<file path="src/rtl/ofsp_pkg.sv">
// Package for the object file section parser: field widths, header words
// and section kind codes. No dependencies; imported by the interfaces and the top level.
`default_nettype none

package ofsp_pkg;

    localparam int BYTE_W  = 8;
    localparam int WORD_W  = 16;
    localparam int ADDR_W  = 16;
    localparam int KIND_W  = 2;
    // Body byte counter: a word count doubled needs one bit more than a word
    localparam int COUNT_W = WORD_W + 1;

    localparam logic [WORD_W-1:0] HDR_CODE   = 16'hCADE;
    localparam logic [WORD_W-1:0] HDR_DATA   = 16'hDADA;
    localparam logic [WORD_W-1:0] HDR_SYMBOL = 16'hC3B7;

    typedef logic [KIND_W-1:0] t_kind;

    localparam t_kind KIND_CODE   = 2'd0;
    localparam t_kind KIND_DATA   = 2'd1;
    localparam t_kind KIND_SYMBOL = 2'd2;

endpackage : ofsp_pkg

`default_nettype wire

</file>
<file path="src/rtl/ofsp_if.sv">
// Valid/ready channel interfaces of the object file section parser:
// the byte input channel and the result channel. Depends on ofsp_pkg.
`default_nettype none

interface ofsp_byte_if
    import ofsp_pkg::*;
();
    logic              valid;
    logic              ready;
    logic [BYTE_W-1:0] file_byte;

    modport source (output valid, output file_byte, input ready);
    modport sink   (input valid, input file_byte, output ready);
endinterface : ofsp_byte_if

interface ofsp_result_if
    import ofsp_pkg::*;
();
    logic              valid;
    logic              ready;
    t_kind             section_kind;
    logic [ADDR_W-1:0] target_address;
    logic [WORD_W-1:0] payload;
    logic              label_end;

    modport source (output valid, output section_kind, output target_address,
                    output payload, output label_end, input ready);
    modport sink   (input valid, input section_kind, input target_address,
                    input payload, input label_end, output ready);
endinterface : ofsp_result_if

`default_nettype wire

</file>
<file path="src/rtl/object_file_section_parser_top.sv">
// Object file section parser top level: byte stream in, code/data words and
// label characters out. Depends on ofsp_pkg and the interfaces in ofsp_if.sv.
`default_nettype none

// The parser takes one byte of an object file per clock and reads it as
// big-endian 16-bit words. A code (CADE) or data (DADA) header is followed
// by a load address, a word count and the words, each delivered with its
// address; a symbol (C3B7) header is followed by an address, a byte count
// and the label characters, each delivered with that address and the last
// one flagged by label_end. Unknown words outside a section are skipped.
// Every byte is parsed in the cycle it is accepted and any result lands in
// a single result register, valid from the following cycle, so the block
// sustains one byte per clock. The input is held off only while a result
// sits in that register and the result channel is not ready; a byte that
// completes no result is still taken in that case only once the register
// drains, since ready follows the result register alone.
module object_file_section_parser_top
    import ofsp_pkg::*;
(
    input  wire           i_clk,
    input  wire           i_rst_n,
    ofsp_byte_if.sink     i_byte,
    ofsp_result_if.source o_result
);

    typedef enum logic [1:0] {
        PH_HEADER,
        PH_ADDRESS,
        PH_COUNT,
        PH_BODY
    } t_phase;

    t_phase             r_phase,   n_phase;
    t_kind              r_section, n_section;
    logic [ADDR_W-1:0]  r_addr,    n_addr;
    logic [COUNT_W-1:0] r_count,   n_count;
    logic [BYTE_W-1:0]  r_hold,    n_hold;
    logic               r_parity,  n_parity;

    logic               r_out_valid;
    t_kind              r_out_kind,  n_out_kind;
    logic [ADDR_W-1:0]  r_out_addr,  n_out_addr;
    logic [WORD_W-1:0]  r_out_data,  n_out_data;
    logic               r_out_end,   n_out_end;

    logic               emit;
    logic               accept;
    logic [WORD_W-1:0]  word;
    logic [COUNT_W-1:0] count_dec1;
    logic [COUNT_W-1:0] count_dec2;
    logic [COUNT_W-1:0] count_load;

    assign i_byte.ready = !r_out_valid || o_result.ready;
    assign accept       = i_byte.valid && i_byte.ready;

    assign word       = {r_hold, i_byte.file_byte};
    assign count_dec1 = r_count - COUNT_W'(1);
    assign count_dec2 = r_count - COUNT_W'(2);
    // Symbols count bytes; code and data count words, held here as bytes
    assign count_load = (r_section == KIND_SYMBOL) ? {1'b0, word} : {word, 1'b0};

    always_comb begin
        n_phase    = r_phase;
        n_section  = r_section;
        n_addr     = r_addr;
        n_count    = r_count;
        n_hold     = r_hold;
        n_parity   = r_parity;
        emit       = 1'b0;
        n_out_kind = r_section;
        n_out_addr = r_addr;
        n_out_data = word;
        n_out_end  = 1'b0;

        if (r_phase == PH_BODY && r_section == KIND_SYMBOL) begin
            // Label characters go out byte by byte
            emit       = 1'b1;
            n_out_kind = KIND_SYMBOL;
            n_out_data = {{(WORD_W-BYTE_W){1'b0}}, i_byte.file_byte};
            n_out_end  = (count_dec1 == '0);
            n_count    = count_dec1;
            if (count_dec1 == '0) begin
                n_phase  = PH_HEADER;
                n_parity = 1'b0;
            end
        end else if (!r_parity) begin
            n_hold   = i_byte.file_byte;
            n_parity = 1'b1;
        end else begin
            n_parity = 1'b0;
            case (r_phase)
                PH_HEADER: begin
                    if (word == HDR_CODE) begin
                        n_section = KIND_CODE;
                        n_phase   = PH_ADDRESS;
                    end else if (word == HDR_DATA) begin
                        n_section = KIND_DATA;
                        n_phase   = PH_ADDRESS;
                    end else if (word == HDR_SYMBOL) begin
                        n_section = KIND_SYMBOL;
                        n_phase   = PH_ADDRESS;
                    end
                end
                PH_ADDRESS: begin
                    n_addr  = word;
                    n_phase = PH_COUNT;
                end
                PH_COUNT: begin
                    n_count = count_load;
                    n_phase = (count_load == '0) ? PH_HEADER : PH_BODY;
                end
                PH_BODY: begin
                    // Code or data word complete
                    emit    = 1'b1;
                    n_addr  = r_addr + ADDR_W'(1);
                    n_count = count_dec2;
                    if (count_dec2 == '0) begin
                        n_phase = PH_HEADER;
                    end
                end
                default: begin
                    n_phase = PH_HEADER;
                end
            endcase
        end
    end

    always_ff @(posedge i_clk) begin
        if (!i_rst_n) begin
            r_phase     <= PH_HEADER;
            r_section   <= KIND_CODE;
            r_addr      <= '0;
            r_count     <= '0;
            r_hold      <= '0;
            r_parity    <= 1'b0;
            r_out_valid <= 1'b0;
        end else begin
            if (accept) begin
                r_phase   <= n_phase;
                r_section <= n_section;
                r_addr    <= n_addr;
                r_count   <= n_count;
                r_hold    <= n_hold;
                r_parity  <= n_parity;
            end
            if (accept && emit) begin
                r_out_valid <= 1'b1;
            end else if (o_result.ready) begin
                r_out_valid <= 1'b0;
            end
        end
    end

    // Result payload needs no reset
    always_ff @(posedge i_clk) begin
        if (accept && emit) begin
            r_out_kind <= n_out_kind;
            r_out_addr <= n_out_addr;
            r_out_data <= n_out_data;
            r_out_end  <= n_out_end;
        end
    end

    assign o_result.valid          = r_out_valid;
    assign o_result.section_kind   = r_out_kind;
    assign o_result.target_address = r_out_addr;
    assign o_result.payload        = r_out_data;
    assign o_result.label_end      = r_out_end;

    a_label_end_symbol: assert property (@(posedge i_clk) disable iff (!i_rst_n)
        r_out_valid && r_out_end |-> r_out_kind == KIND_SYMBOL)
        else $error("label end flagged on a non-symbol item");

    a_body_count_live: assert property (@(posedge i_clk) disable iff (!i_rst_n)
        r_phase == PH_BODY |-> r_count != '0)
        else $error("section body entered with nothing left to read");

    a_header_count_clear: assert property (@(posedge i_clk) disable iff (!i_rst_n)
        r_phase == PH_HEADER |-> r_count == '0)
        else $error("byte count left over outside a section");

    a_word_count_even: assert property (@(posedge i_clk) disable iff (!i_rst_n)
        r_phase == PH_BODY && r_section != KIND_SYMBOL |-> !r_count[0])
        else $error("odd byte count in a code or data body");

endmodule : object_file_section_parser_top

`default_nettype wire
</file>
<file path="src/flat_wrapper.sv">
// flat-port wrapper written by rule: the top's interface ports become plain ports
module object_file_section_parser_top_flat import ofsp_pkg::*;
  (i_clk, i_rst_n, i_byte_valid, i_byte_file_byte, i_byte_ready, o_result_valid, o_result_section_kind, o_result_target_address, o_result_payload, o_result_label_end, o_result_ready);
  ofsp_byte_if i_byte_i ();
  ofsp_result_if o_result_i ();
  input  wire i_clk;
  input  wire i_rst_n;
  input wire logic [$bits(i_byte_i.valid)-1:0] i_byte_valid;
  input wire logic [$bits(i_byte_i.file_byte)-1:0] i_byte_file_byte;
  output wire logic [$bits(i_byte_i.ready)-1:0] i_byte_ready;
  output wire logic [$bits(o_result_i.valid)-1:0] o_result_valid;
  output wire logic [$bits(o_result_i.section_kind)-1:0] o_result_section_kind;
  output wire logic [$bits(o_result_i.target_address)-1:0] o_result_target_address;
  output wire logic [$bits(o_result_i.payload)-1:0] o_result_payload;
  output wire logic [$bits(o_result_i.label_end)-1:0] o_result_label_end;
  input wire logic [$bits(o_result_i.ready)-1:0] o_result_ready;
  assign i_byte_i.valid = i_byte_valid;
  assign i_byte_i.file_byte = i_byte_file_byte;
  assign i_byte_ready = i_byte_i.ready;
  assign o_result_valid = o_result_i.valid;
  assign o_result_section_kind = o_result_i.section_kind;
  assign o_result_target_address = o_result_i.target_address;
  assign o_result_payload = o_result_i.payload;
  assign o_result_label_end = o_result_i.label_end;
  assign o_result_i.ready = o_result_ready;
  object_file_section_parser_top u_core (.i_clk(i_clk), .i_rst_n(i_rst_n), .i_byte(i_byte_i), .o_result(o_result_i));
endmodule
</file>
<file path="config.mk">
export PLATFORM = sky130hd
export DESIGN_NAME = object_file_section_parser_top_flat
export DESIGN_NICKNAME = d
export VERILOG_FILES = /design/src/rtl/ofsp_pkg.sv /design/src/rtl/ofsp_if.sv /design/src/rtl/object_file_section_parser_top.sv /design/src/flat_wrapper.sv
export SDC_FILE = /design/constraint.sdc
export NUM_CORES = 1
export LEC_CHECK = 0
export BUFFER_PORTS_ARGS = -buffer_cell sky130_fd_sc_hd__buf_2
export CORE_MARGIN = 2
export CORE_UTILIZATION = 60
export CTS_CLUSTER_SIZE = 14
export DETAILED_ROUTE_END_ITERATION = 10
export GPL_ROUTABILITY_DRIVEN = 0
export HOLD_SLACK_MARGIN = 0.15
export PLACE_DENSITY = 0.81
export SETUP_SLACK_MARGIN = 0.1
export SYNTH_ARGS = -nofsm -noshare
export SYNTH_HDL_FRONTEND = slang
export SYNTH_SLANG_ARGS = --single-unit
</file>
<file path="constraint.sdc">
create_clock -name i_clk -period 4.7 [get_ports i_clk]
set_input_delay 0.235 -clock i_clk [delete_from_list [all_inputs] [get_ports i_clk]]
set_output_delay 0.235 -clock i_clk [all_outputs]
set_load 0.05 [all_outputs]
</file>
== Word level (Yosys, flattened, before mapping) ==
Index checks and enable logic that the tools add are counted.
Word-level totals
  output and inout bits: 37
  register bits after elaboration: 82
  input port bits: 12
  word-level logic and storage cells: 72
Cells by class
  muxes and demuxes: 25
  equality and inequality tests: 10
  $add $sub $neg: 3
  reductions and logical operators: 20
  bitwise operators: 2
Operators by type and width (number)
  $logic_not A17 Y1: 3
  $mux W17: 3
  $eq A16 B16 Y1 const B: 3
  $pmux W17 S2: 1
  $pmux W16 S2: 1
  $mux W2: 11
  $sub A17 B1 Y17 const B: 1
  $sub A17 B2 Y17 const B: 1
  $add A16 B1 Y16 const B: 1
  $reduce_and A5 Y1: 2
  $mux W1: 8
  $pmux W2 S4: 1
  $eq A2 B2 Y1 const B: 3
  $reduce_and A3 Y1: 2
  $reduce_bool A2 Y1: 3
  $reduce_bool A3 Y1: 2
  $ne A5 B1 Y1 const B: 1
  $reduce_and A4 Y1: 1
  $logic_and A1 B1 Y1: 3
  $ne A3 B3 Y1 const B: 1
  $eq A2 B1 Y1 const B: 1
  $logic_not A2 Y1: 1
  $ne A2 B2 Y1 const B: 1
  $not A1 Y1: 2
  3 further kinds: 3

== Longest topological paths before layout ==
  word-level depth: 7
  gate-level depth with buffers: 11
  mapped depth without buffers: 9

== Worst setup path after synthesis ==
Ideal clock, no wire load.
  kind: register -> register
  from: register u_core.r_out_valid, in the netlist u_core.o_result.valid
  to: register u_core.r_out_end, in the netlist u_core.o_result.label_end (enable)
  setup slack: 0.186 ns
  data required time: 4.217 ns
  arrival: 4.032 ns
  cell stages (with the launch flop): 5
  buffers on the path: 0
  cell sequence: dfxtp_1 nor2b_1 inv_1 nand2_1 a211oi_1
Between the ends
  cells in the longest elaborated chain, start to end: 4
RTL lines
  from (decl): RTL line object_file_section_parser_top.sv:40  | logic r_out_valid;
  from (signal assigned): RTL line object_file_section_parser_top.sv:136  | r_out_valid <= 1'b0;
  from (signal assigned): RTL line object_file_section_parser_top.sv:147  | r_out_valid <= 1'b1;
  from (signal assigned): RTL line object_file_section_parser_top.sv:149  | r_out_valid <= 1'b0;
  $logic_not A1 Y1: RTL line object_file_section_parser_top.sv:53  | assign i_byte.ready = !r_out_valid || o_result.ready;
  $logic_or A1 B1 Y1: RTL line object_file_section_parser_top.sv:53
  via i_byte_ready: RTL line flat_wrapper.sv:10  | output wire logic [$bits(i_byte_i.ready)-1:0] i_byte_ready;
  $logic_and A1 B1 Y1: RTL line object_file_section_parser_top.sv:54  | assign accept = i_byte.valid && i_byte.ready;
  $logic_and A1 B1 Y1: RTL line object_file_section_parser_top.sv:156  | if (accept && emit) begin
  to (signal assigned): RTL line object_file_section_parser_top.sv:160  | r_out_end <= n_out_end;
  to (decl): RTL line object_file_section_parser_top.sv:44  | logic r_out_end, n_out_end;
The timed path passes the listed nets, and every way through them passes these cells.
A chain may end at the register's enable or synchronous reset.

== Final worst setup path ==
  from: register u_core.r_count[3]
  to: register u_core.r_phase[1]
Between the ends
  cells in the longest elaborated chain, start to end: 4
  elaborated cells between the ends (all ways): 7
  classes of those cells: add/sub: 2; eq/ne: 2; reduce/logical: 3
RTL lines
  from (decl): RTL line object_file_section_parser_top.sv:36  | logic [COUNT_W-1:0] r_count, n_count;
  from (signal assigned): RTL line object_file_section_parser_top.sv:142  | r_count <= n_count;
  $sub A17 B2 Y17 or $sub A17 B1 Y17 (tied branches): RTL line object_file_section_parser_top.sv:58, object_file_section_parser_top.sv:57
  $logic_not A17 Y1, on equally long branches: RTL line object_file_section_parser_top.sv:117, object_file_section_parser_top.sv:82
  $ne A3 B3 Y1 (no line) or $ne A2 B2 Y1 (tied branches)
  $reduce_and A5 Y1 (no line) *
  to (signal assigned): RTL line object_file_section_parser_top.sv:139  | r_phase <= n_phase;
  to (decl): RTL line object_file_section_parser_top.sv:33  | t_phase r_phase, n_phase;
Every way passes the cells marked *; elsewhere a longest branch is shown, timed or not.

==> impl_metrics.tcl <==
set metrics [dict create \
    critPathMaxFanout 14 \
    hp-class "in -> reg" \
    syn-num-nets 575 \
    clock-root-buffer "clkbuf_8" \
    cp_slowest_stage_delay_ns 0.85 \
    wl_um 13100 \
    synth_top_family_by_area "simple AND/OR/NAND/NOR gates" \
    coreArea_mm2 0.00781 \
    max_freq_mhz 306 \
    drive_gt1_share_pct 16.0 \
    overflow 0 \
    ios 49 \
    io_buffers 48 \
    finalWorstSetupSlack_ns 1.43 \
    synth_ff_type "dfxtp_1" \
    avgViaCountPerCell 6.68 \
    crit_chain "nor3_1, nand3_1, xnor2_1, a2111oi_0, o211ai_1, or4b_1, a21boi_1" \
    synthMuxAreaShare_pct 2.50 \
    setup-violations-final 0 \
    synth_top_area_share_pct 21.6 \
    crit_type "reg -> reg" \
    cts_htree_levels 3 \
    place_hpwl_um 8550 \
    synth_area_per_cell_um2 8.73 \
    grt_usage_pct 30.7 \
    worstMarginPinSlew_ns 1.15 \
    cellPowerDensity_mw_per_mm2 270 \
    layout_worst_path_cycle_share_pct 69.6 \
    ys_top_cells_by_area "edfxtp_1 22%, dfxtp_1 19%, nand2_1 5.3%" \
    final_common_cell "nand2_1" \
    end_kind "flip-flop" \
    drt_iter0_drc 464 \
    synthArstFlopShare_pct 0 \
    synthAdderAreaFrac_pct 1.54 \
    dpl_worst_slack_ns 1.63 \
    ys_types 74 \
    grt_pass1_vias 4092 \
    fin_skew_ns 0.0119 \
    synth_xor_area_share_pct 2.52 \
    outcome "complete, no violations" \
    clk_pin_slew_ns 0.10 \
    synth_area_mm2 0.00486 \
    yosys.area.top_type "edfxtp_1" \
    ant_nets 0 \
    cts.path.max_buffers 2 \
    cts_setup_buffers 0 \
    ys_seq_area_share_pct 41.0 \
    antenna_found_initial 0 \
    wl_per_cell_um 19.1 \
    fin_crit_ns 3.27 \
    cp.required_ns 5.01 \
    post_cts_resized 0 \
    power_leakage_uw 0.00190 \
    grt_pass1_wl_um 20900 \
    cts_tree "built" \
    syn2layout_area_growth_pct 8.00 \
    netlist_instances 557 \
    placed_area_mm2 0.00502 \
    rows 32 \
    synth_seq_cells 82 \
    vias 4560 \
    worstPathArrival_ns 3.58 \
    drtPass1Iterations 5 \
    n_antenna_cell 0 \
    cp-start-kind "flip-flop" \
    synth-simple-area-share_pct 26.7 \
    crit_family "simple AND/OR/NAND/NOR gates" \
    slew_violations 0 \
    synth_compound_area_share_pct 19.5 \
    crit_buf_inv 0 \
    setup-tns-final_ns 0 \
    finalNetCount 594 \
    synth-edff-count 35 \
    die_w_um 94.0 \
    drc 0 \
    cts_buffers 9 \
    rsz0062_at_grt "no" \
    cts_hold_buf 0 \
    die_h_um 94.0 \
    final_cell_mix "69 x nand2_1, 48 x buf_2, 47 x dfxtp_1" \
    fp.dieArea_mm2 0.00884 \
    yosys_warnings 0 \
    fin_area_mm2 0.00525 \
    hold_viol_final 0 \
    clock_sinks 82 \
    insertion_delay_ns 0.37 \
    power_uw 1420 \
    holdWs_ns 0.161 \
    cp_slowest_cell "nor3_1" \
    ir_drop_mv 0.136 \
    max-slew-margin-rel_pct 22.9 \
    grt_max_degree 50 \
    max-cap-violations 0 \
    start_util_pct 62.3 \
]
registers in the layout (all words and copies together) (netlist names):
register and count:
u_core.r_count 17, u_core.n_out_addr 16, u_core.o_result.payload 16, u_core.o_result.target_address 16, u_core.r_hold 8, u_core.o_result.section_kind 2, u_core.r_phase 2, u_core.r_section 2
u_core.o_result.label_end 1, u_core.o_result.valid 1, u_core.r_parity 1
metrics by stage:
step	std cells	util [%]
2_1_floorplan	557	-
3_3_place_gp	667	64.3
3_5_place_dp	667	64.3
4_1_cts	683	67.3
5_1_grt	683	67.3
6_report	683	67.3
kinds of logic (layout without fill, tap and decap cells):
kind of cell / after synthesis / count (layout)
AND/OR/NAND/NOR: 239 / 239
AO/OA/AOI/OAI: 149 / 149
adder cells (fa/ha/maj): 6 / 6
flip-flops: 82 / 82
multiplexers: 12 / 12
XOR/XNOR: 14 / 14
buffers and inverters: 55 / 79
power by group:
| part | switching [uW] | internal [uW] | total (uW) |
|---|---|---|---|
| Sequential | 13.8 | 743 | 757 |
| Clock | 290 | 309 | 599 |
| Combinational | 37.3 | 24.4 | 61.8 |
| Total | 341 | 1080 | 1420 |
synthesized netlist by cell type (3+ instances only):
library cell and n:
clkbuf_8 6, edfxtp_1 35, a31oi_1 7, and2_1 18, mux2i_1 11, buf_1 4, inv_1 8, and3_1 8
a21boi_0 9, buf_4 3, a21oi_1 46, clkbuf_1 26, nor2b_1 19, o21ai_0 41, or3_1 3, nor4_1 8
nand4_1 12, nand3_1 20, buf_2 4, nor4b_1 4, xnor2_1 10, o221a_2 4, a41oi_1 3, nand2_1 69
a32oi_1 3, nor2_1 36, nor3b_1 3, buf_6 3, nor4_4 3, o41ai_1 3, xor2_1 4, nor3_1 18
ha_1 6, dfxtp_1 47, o211ai_1 4
area by class of cell:
| type | count | area, um^2 |
|---|---|---|
| timing repair buffer | 54 | 285 |
| inverter | 9 | 33.8 |
| sequential | 82 | 1990 |
| multi-input combinational | 420 | 2580 |
| clock inverter | 7 | 105 |
| fill | 624 | 2550 |
| tap | 102 | 128 |
| clock buffer | 9 | 124 |
worst paths after layout:
check / cells after the start / end / slack [ns] / startpoint
max: 7 / u_core.r_phase[1] / 1.43 / u_core.r_count[3]
min: 1 / u_core.o_result.payload[6] / 0.16 / i_byte_file_byte[6]
max reg2reg: 7 / u_core.r_phase[1] / 1.43 / u_core.r_count[3]
min reg2reg: 0 / u_core.o_result.target_address[12] / 0.46 / u_core.n_out_addr[12]
metal layers:
metal	vias to the layer above	wire length (um)	GRT usage, %
li1	2082	-	-
met1	2082	5070	40.4
met2	317	5920	48.4
met3	79	1470	7.62
met4	0	604	12.3
met5	-	0	0
Power figures use the tool's default switching activity.
